==> config.mk <==
export PLATFORM = sky130hd
export DESIGN_NAME = rbsor_div
export DESIGN_NICKNAME = d
export VERILOG_FILES = /design/src/design/rbsor_pkg.sv /design/src/design/rbsor_div.sv
export SDC_FILE = /design/constraint.sdc
export NUM_CORES = 1
export LEC_CHECK = 0
export BUFFER_PORTS_ARGS = -buffer_cell sky130_fd_sc_hd__buf_2
export CAP_MARGIN = 20
export CORE_ASPECT_RATIO = 1.1
export CORE_MARGIN = 2
export CORE_UTILIZATION = 45
export DETAILED_ROUTE_END_ITERATION = 10
export GPL_TIMING_DRIVEN = 0
export PLACE_DENSITY = 0.72
export SLEW_MARGIN = 20
export SYNTH_ARGS = -nofsm -noshare
export SYNTH_HDL_FRONTEND = slang
export SYNTH_SLANG_ARGS = --single-unit
==> constraint.sdc <==
create_clock -name clock -period 6.65 [get_ports clock]
set_clock_uncertainty 0.1 [all_clocks]
set_input_delay 1.33 -clock clock [delete_from_list [all_inputs] [get_ports clock]]
set_output_delay 1.33 -clock clock [all_outputs]
set_load 0.01 [all_outputs]
==> src/design/rbsor_pkg.sv <==
// shared constants and widths for the red-black sor poisson solver
`default_nettype none
package rbsor_pkg;
   localparam int GRID_MAX_DEF = 255;

   // payload widths
   localparam int IDX_W   = 8;
   localparam int VAL_W   = 32;
   localparam int ITER_W  = 16;
   localparam int GAM_W   = 18;
   localparam int TOL_W   = 25;
   localparam int GS_W    = 8;
   localparam int CSR_W   = 25;
   localparam int CSR_A_W = 2;

   // datapath widths
   localparam int SUM_W  = VAL_W + 2;          // sum of four neighbors
   localparam int COEF_W = GAM_W + 1;          // signed gamma or 1-gamma
   localparam int MUL_W  = SUM_W + COEF_W;     // shared multiplier product
   localparam int ACC_W  = MUL_W + 3;          // relaxation accumulator
   localparam int FRAC_SH = 18;                // 2^-42 to 2^-24

   // register reset values
   localparam logic [GAM_W-1:0]  RELAX_RST = GAM_W'(65536);
   localparam logic [TOL_W-1:0]  TOL_RST   = TOL_W'(17);
   localparam logic [ITER_W-1:0] MAXIT_RST = ITER_W'(10000);
   localparam logic [GS_W-1:0]   GRID_RST  = GS_W'(100);
   localparam logic [COEF_W-1:0] ONE_Q16   = COEF_W'(65536);

   // register indexes
   localparam logic [CSR_A_W-1:0] CSR_RELAX = 2'd0;
   localparam logic [CSR_A_W-1:0] CSR_TOL   = 2'd1;
   localparam logic [CSR_A_W-1:0] CSR_MAXIT = 2'd2;
   localparam logic [CSR_A_W-1:0] CSR_GRID  = 2'd3;

   // item and result codes
   localparam logic FUNC_LOAD   = 1'b0;
   localparam logic FUNC_READ   = 1'b1;
   localparam logic KIND_REPORT = 1'b0;
   localparam logic KIND_READ   = 1'b1;
endpackage
`default_nettype wire

==> src/design/rbsor_div.sv <==
// bit-serial restoring divider with unsigned operands, one quotient bit per cycle
`default_nettype none
module rbsor_div #(
   parameter int NUM_W = rbsor_pkg::MUL_W,
   parameter int DEN_W = 16
) (
   input  wire logic             clock,
   input  wire logic             reset,
   input  wire logic             start,
   input  wire logic [NUM_W-1:0] numer,
   input  wire logic [DEN_W-1:0] denom,
   output logic                  done,
   output logic [NUM_W-1:0]      quot
);
   localparam int CNT_W = $clog2(NUM_W + 1);

   logic [DEN_W-1:0] rem_ff,  rem_in;
   logic [NUM_W-1:0] quo_ff,  quo_in;
   logic [CNT_W-1:0] cnt_ff,  cnt_in;
   logic             busy_ff, busy_in;
   logic             done_ff, done_in;
   logic [DEN_W:0]   rem_sh;
   logic [DEN_W:0]   diff;

   always_comb begin
      rem_sh  = {rem_ff, quo_ff[NUM_W-1]};
      diff    = rem_sh - {1'b0, denom};
      rem_in  = rem_ff;
      quo_in  = quo_ff;
      cnt_in  = cnt_ff;
      busy_in = busy_ff;
      done_in = 1'b0;
      if (start) begin
         rem_in  = '0;
         quo_in  = numer;
         cnt_in  = CNT_W'(NUM_W);
         busy_in = 1'b1;
      end else if (busy_ff) begin
         if (!diff[DEN_W]) begin
            rem_in = diff[DEN_W-1:0];
            quo_in = {quo_ff[NUM_W-2:0], 1'b1};
         end else begin
            rem_in = rem_sh[DEN_W-1:0];
            quo_in = {quo_ff[NUM_W-2:0], 1'b0};
         end
         cnt_in = cnt_ff - 1'b1;
         if (cnt_ff == CNT_W'(1)) begin
            busy_in = 1'b0;
            done_in = 1'b1;
         end
      end
   end

   always_ff @(posedge clock) begin
      rem_ff <= rem_in;
      quo_ff <= quo_in;
      cnt_ff <= cnt_in;
      if (reset) begin
         busy_ff <= 1'b0;
         done_ff <= 1'b0;
      end else begin
         busy_ff <= busy_in;
         done_ff <= done_in;
      end
   end

   assign done = done_ff;
   assign quot = quo_ff;
endmodule
`default_nettype wire

== Word-level counts from Yosys, hierarchy flattened ==
Cells that the tools add are included.

* Add/subtract/negate cells: 2
* Eq/ne operators: 1
* Mux-type cells: 8
* Bitwise logic cells: 1
* Reduce and logical (&&, ||, !) cells: 2

{| class="wikitable"
|+ Operators with widths
! operator !! count
|-
| $mux 53 || 2
|-
| $sub 17x16->17 || 1
|-
| $mux 16 || 1
|-
| $eq 6x1->1 const B || 1
|-
| $sub 6x1->6 const B || 1
|-
| $mux 1 || 5
|-
| $reduce_or 3->1 || 1
|-
| $reduce_bool 2->1 || 1
|-
| $not 1->1 || 1
|}

* Register bits: 77
* Input port bits: 72
* Output and inout bits: 54
* Logic and storage cells: 19

== Depth between registers and ports, before layout ==
Gate-level depths: netlist of run 1.

* Depth in word-level cells: 4
* Depth in mapped cells: 11
* Gate-level depth less buffers: 10

== Worst setup path after synthesis of run 1 ==
Ideal clock, no wire load.

* Path kind: input port to flip-flop
* From: in start
* To: reg quo_ff[0], in the netlist quot[0], enable pin
* Data arrival time: 3182 ps
* Required time: 6143 ps
* Slack: 2961 ps
* Stages: 5
* Buffers on the path: 3
* Path through: clkbuf_1 > clkbuf_1 > nor2_1 > clkbuf_1 > inv_1

* Word-level cells in the longest chain between the ends: 1

{| class="wikitable"
|+ RTL lines
! what !! RTL line !! RTL
|-
| start: declaration || rbsor_div.sv:9 || <nowiki>input wire logic start,</nowiki>
|-
| $reduce_bool 2->1 (no source line) || n/a ||
|-
| end signal: assignment || rbsor_div.sv:56 || <nowiki>quo_ff <= quo_in;</nowiki>
|-
| end: declaration || rbsor_div.sv:18 || <nowiki>logic [NUM_W-1:0] quo_ff, quo_in;</nowiki>
|}

Every way passes these cells.
A chain may end at the register's enable or synchronous reset.

== Worst setup path after layout of run 1 ==
* From: in denom[0]
* To: reg rem_ff[10]

* Word-level cells in the longest chain between the ends: 2

{| class="wikitable"
|+ RTL lines
! what !! RTL line !! RTL
|-
| start: declaration || rbsor_div.sv:11 || <nowiki>input wire logic [DEN_W-1:0] denom,</nowiki>
|-
| $sub 17x16->17 || rbsor_div.sv:27 || <nowiki>diff = rem_sh - {1'b0, denom};</nowiki>
|-
| $mux 16 || rbsor_div.sv:39 || <nowiki>if (!diff[DEN_W]) begin</nowiki>
|-
| end signal: assignment || rbsor_div.sv:55 || <nowiki>rem_ff <= rem_in;</nowiki>
|-
| end: declaration || rbsor_div.sv:17 || <nowiki>logic [DEN_W-1:0] rem_ff, rem_in;</nowiki>
|}

Every way passes these cells.

==> impl_metrics.json, run 1 <==
{
  "synthDistinctLibCells": 42,
  "ios": 126,
  "dieWidth_um": 94.53,
  "yosys.area_share.simple_pct": 9.500,
  "vias_per_cell": 5.143,
  "die-area_mm2": 0.009790,
  "grt_pass1_wl_um": 14880,
  "syn_nets": 439,
  "postCtsResizedCells": 0,
  "synthFlopType": "edfxtp_1",
  "power_mw": 1.198,
  "p_clk_share_pct": 33.7,
  "cp.arrival_ps": 3810,
  "grt_max_degree": 28,
  "slew_headroom_pct": 58.47,
  "place.gp.congestion": 0.9041,
  "globalRouteTotalUtil_pct": 19.42,
  "dr_total_vias": 3101,
  "p_per_area_mw_per_mm2": 236.3,
  "tns_ps": 0,
  "max_freq_ghz": 0.2702,
  "final_cells": 603,
  "maxSlewViolCount": 0,
  "grt_pass1_vias": 3081,
  "rsz0062_at_grt": "false",
  "hpwlAfterDp_um": 6863,
  "synth_top_family_by_area": "multiplexers",
  "cts_setup_buffers": 0,
  "path_class": "in -> reg",
  "start_util_pct": 45.95,
  "status": "finished, final reports clean",
  "cts_num_sinks": 77,
  "p_sw_share_pct": 25.98,
  "combPwrFrac_pct": 17.5,
  "cts_root_buf": "clkbuf_8",
  "tightestPinTransition_ps": 614.3,
  "cts_hold_buf": 0,
  "synth_top_cells_by_area": "edfxtp_1 39%, mux2_2 14%, dfxtp_1 12%, ha_1 5.6%, a21oi_1 2.3%",
  "setup_ws_ps": 2949,
  "drtIter0Drc": 172,
  "yosys.area.top_type_share_pct": 39.24,
  "crit_path_start_kind": "input pin",
  "synth_compound_area_share_pct": 10.18,
  "end_kind": "flop",
  "num_antenna_cells": 0,
  "syn_to_final_growth_pct": 24.98,
  "fp.coreArea_mm2": 0.008828,
  "period_minus_slack_ps": 3701,
  "cts.clk_slew.worst_paths_ps": 80,
  "setup_violations": 0,
  "dp.cells": 587,
  "drc_errors": 0,
  "antenna_found_initial": 0,
  "synth_area_leader_cell": "edfxtp_1",
  "max_cap_violations": 0,
  "synth_mux_area_share_pct": 15.67,
  "p_seq_share_pct": 48.7,
  "portBuffers": 124,
  "drt-total-wl_um": 9279,
  "insertion_delay_ps": 340,
  "grt_overflow_total": 0,
  "async_flop_share_pct": 0,
  "die_h_um": 103.6,
  "net-switching-power_mw": 0.3113,
  "synthXorXnorAreaFrac_pct": 3.886,
  "clockBufferDepth": 2,
  "htreeDepth": 3,
  "synthesis.area_mm2": 0.004056,
  "layout.nets": 575,
  "dr.pass1.iters": 4,
  "fin_util_pct": 57.43,
  "synth-edff-count": 53,
  "yosysSeqAreaShare_pct": 51.08,
  "critPathRequiredTime_ps": 6760,
  "ys_seq_elements": 77,
  "dp_slack_ps": 2637,
  "hp-class": "reg -> reg",
  "cts_buffers": 9,
  "period_share_pct": 55.65,
  "vdd_ir_drop_max_mv": 0.1601,
  "yosys_warnings": 0,
  "finalHoldViolCount": 0,
  "ant_nets": 0,
  "yosys.area_share.adder_pct": 6.046,
  "route.detailed.wl_per_inst_um": 15.39,
  "drive_gt1_share_pct": 40.49,
  "cts_tree": "done",
  "cp_max_fo": 10,
  "synth.avg_cell_area_um2": 11.66,
  "rows": 36,
  "synth_cells": 348,
  "p_int_mw": 0.8867,
  "power.leakage_nw": 2.185
}
-- cells by family (layout without fill, tap and decap cells) --
logic type,Yosys count,count (layout)
mux,57,57
simple gates,78,78
xor+xnor,18,18
fa+ha+maj,19,19
buf+inv,37,178
flops,77,77
compound gates,62,62
-- through the flow --
stage | area [µm²] | hold WS [ps]
3_5_place_dp | 4840 | 391.6
6_report | 5070 | 404.0
3_3_place_gp | 4820 | 382.7
4_1_cts | 5070 | 401.7
5_1_grt | 5070 | 440.2
2_1_floorplan | 4056 | 358.6
-- cell type report --
type	count	area (µm²)
buffer	15	65.06
clock buffer	10	137.6
clock inverter	6	92.59
fill	785	3759
inverter	22	82.58
multi-input combinational	234	1837
sequential	77	2072
tap	114	142.6
timing repair buffer	125	640.6
-- registers in the layout, summed over array words and instances, names as in the netlist --
signal,flops
cnt_ff,6
rem_ff,16
done,1
busy_ff,1
quot,53
-- cell usage in the layout, fill, tap and decap left out, drive strengths merged, types with 5 or more instances in the layout --
| cell type | Yosys | final |
|---|---|---|
| a211oi | 7 | 7 |
| a21oi | 19 | 19 |
| buf | 3 | 128 |
| clkbuf | 12 | 22 |
| dfxtp | 24 | 24 |
| edfxtp | 53 | 53 |
| ha | 18 | 18 |
| inv | 22 | 24 |
| mux2 | 52 | 52 |
| mux2i | 5 | 5 |
| nand2 | 22 | 22 |
| nand2b | 11 | 11 |
| nand3 | 10 | 10 |
| nor2 | 16 | 16 |
| o21ai | 12 | 12 |
| or3 | 7 | 7 |
| xnor2 | 9 | 9 |
| xor2 | 9 | 9 |
-- worst paths after layout --
path | from | endpoint | slack (ps) | depth (start not counted)
setup / recovery | denom[0] | rem_ff[10] | 2950 | 11
hold / removal | rem_ff[11] | rem_ff[11] | 400 | 2
setup reg to reg | quot[52] | rem_ff[10] | 3620 | 11
hold reg to reg | rem_ff[11] | rem_ff[11] | 400 | 2
-- per-layer routing --
metal	global-route usage, %	wire, µm	vias up
li1	-	-	1546
met1	24.15	4021	1462
met2	32.65	4641	82
met3	5.309	468	11
met4	6.004	148	0
met5	0	0	-
-- worst max-delay path, stage by stage --
cell      delay, ps
buf_2           100
ha_1            210
fa_1            400
nand2b_1        190
a21o_1          180
a311o_1         320
or3_4           360
o211ai_4        150
buf_6           220
mux2i_1         230
a211oi_1        100
-- cells in the mapped netlist (all sizes together), types with 9 or more instances --
| cell | instances |
|---|---|
| edfxtp | 53 |
| mux2 | 52 |
| dfxtp | 24 |
| inv | 22 |
| nand2 | 22 |
| a21oi | 19 |
| ha | 18 |
| nor2 | 16 |
| clkbuf | 12 |
| o21ai | 12 |
| nand2b | 11 |
| nand3 | 10 |
| xnor2 | 9 |
| xor2 | 9 |
-- power by group through the flow --
stage                     Sequential, mW  Clock [mW]  Combinational, mW
after floorplan                    0.610           0              0.111
after global placement             0.594           0              0.203
after detailed placement           0.595           0              0.209
after CTS                          0.584       0.412              0.211
after global routing               0.590       0.432              0.230
final                              0.584       0.404              0.210
Note: power is estimated with default switching activity, not from simulation.
==> inputs of run 2 (changes only) <==
- PLACE_DENSITY: 0.72 -> 0.74
- clock period: 6.65 -> 3.13 ns (I/O delays scaled with it)
==> impl_metrics.json, run 2 (synthesis gave the netlist of run 1 again) <==
{
  "rsz0062_at_grt": "true",
  "hpwlAfterDp_um": 7073,
  "hp-class": "in -> reg",
  "layout_common_cells": "124 x buf_2, 53 x edfxtp_1, 52 x mux2_2",
  "route.detailed.wl_per_inst_um": 15.56,
  "status": "finished, final reports clean",
  "fp.coreArea_mm2": 0.008828,
  "finalHoldViolCount": 0,
  "drive_gt1_share_pct": 39.88,
  "cts_hold_buf": 0,
  "cts_root_buf": "clkbuf_8",
  "portBuffers": 124,
  "cts_num_sinks": 77,
  "maxSlewViolCount": 0,
  "largest_reg_flops": 53,
  "cp_max_fo": 10,
  "layout.nets": 575,
  "end_kind": "flop",
  "start_util_pct": 45.95,
  "max_freq_ghz": 0.3294,
  "layout.cells.most_common": "buf_2",
  "grt_pass1_wl_um": 14910,
  "setup_violations": 0,
  "drtIter0Drc": 185,
  "vdd_ir_drop_max_mv": 0.3267,
  "insertion_delay_ps": 340,
  "period_minus_slack_ps": 3036,
  "cts.clk_slew.worst_paths_ps": 80,
  "tns_ps": 0,
  "grt_pass1_vias": 3184,
  "cts_setup_buffers": 0,
  "cts_tree": "done",
  "drc_errors": 0,
  "cts_buffers": 9,
  "period_share_pct": 96.99,
  "drt-total-wl_um": 9384,
  "max_cap_violations": 0,
  "vias_per_cell": 5.229,
  "crit_path_start_kind": "flop",
  "globalRouteTotalUtil_pct": 19.30,
  "timing.hold.ws_ps": 362.7,
  "grt_max_degree": 30,
  "dr.pass1.iters": 4,
  "cp.arrival_ps": 3130,
  "placed_area_mm2": 0.004840,
  "clockBufferDepth": 2,
  "ios": 126,
  "num_antenna_cells": 0,
  "power.leakage_nw": 2.156,
  "antenna_found_initial": 0,
  "stdcell_area_mm2": 0.005006,
  "rows": 36,
  "htreeDepth": 3,
  "slew_headroom_pct": 58.51,
  "path_class": "reg -> reg",
  "dr_total_vias": 3153,
  "p_per_area_mw_per_mm2": 464.3,
  "die-area_mm2": 0.009790,
  "dieWidth_um": 94.53,
  "grt_overflow_total": 0,
  "die_h_um": 103.6,
  "ant_nets": 0,
  "critPathRequiredTime_ps": 3230,
  "tightestPinTransition_ps": 613.7,
  "syn_to_final_growth_pct": 23.41,
  "place.gp.congestion": 0.8684
}
-- run 2: metrics by stage --
stage | utilization [%] | power (mW) | cells | setup WS (ps)
after global routing | 56.70 | 2.430 | 603 | -6.951
after global placement | 54.59 | 1.692 | 586 | -679.9
final | 56.70 | 2.324 | 603 | 94.14
after detailed placement | 54.82 | 1.710 | 587 | -196.3
after floorplan | - | 1.531 | 348 | 145.3
after CTS | 56.63 | 2.339 | 603 | 118.7
-- run 2: critical path, stage by stage (launching register included) --
cell	delay (ps)
edfxtp_1	390
inv_1	60
ha_1	200
fa_1	400
nand2b_1	180
a21o_1	170
a311o_1	320
or3_4	360
o211ai_4	170
buf_8	200
mux2i_1	240
a211oi_1	100
-- run 2: routing by layer --
metal	up-vias	track usage (%)	wire length (µm)
li1	1557	-	-
met1	1476	22.50	3786
met2	94	32.96	4791
met3	26	5.309	487
met4	0	8.178	319
met5	-	0	0
-- run 2: final timing paths --
path | start | end | slack, ps | cells past startpoint
min reg2reg | rem_ff[4] | rem_ff[4] | 400 | 2
max | quot[52] | rem_ff[10] | 90 | 11
min | reset | busy_ff | 360 | 2
max reg2reg | quot[52] | rem_ff[10] | 90 | 11
-- run 2: layout make-up --
class / instances / area [µm²]
plain buffers: 15 / 71.32
clock buffers: 11 / 131.4
clock inverters: 5 / 28.78
fillers: 790 / 3822
inverters: 22 / 82.58
multi-input cells: 234 / 1837
flip-flops and latches: 77 / 2072
well taps: 114 / 142.6
repair buffers: 125 / 640.6
-- run 2: power by group --
part / internal [mW] / switching (mW) / total (mW)
clock: 0.283 / 0.352 / 0.635
combinational: 0.213 / 0.234 / 0.447
sequential: 1.19 / 0.0469 / 1.24
total: 1.69 / 0.633 / 2.32
-- run 2: repair_timing --
item                                    4_1_cts  5_1_grt
resized for setup                             0        2
hold endpoints to repair                      0        0
endpoints found under the setup margin        0        2
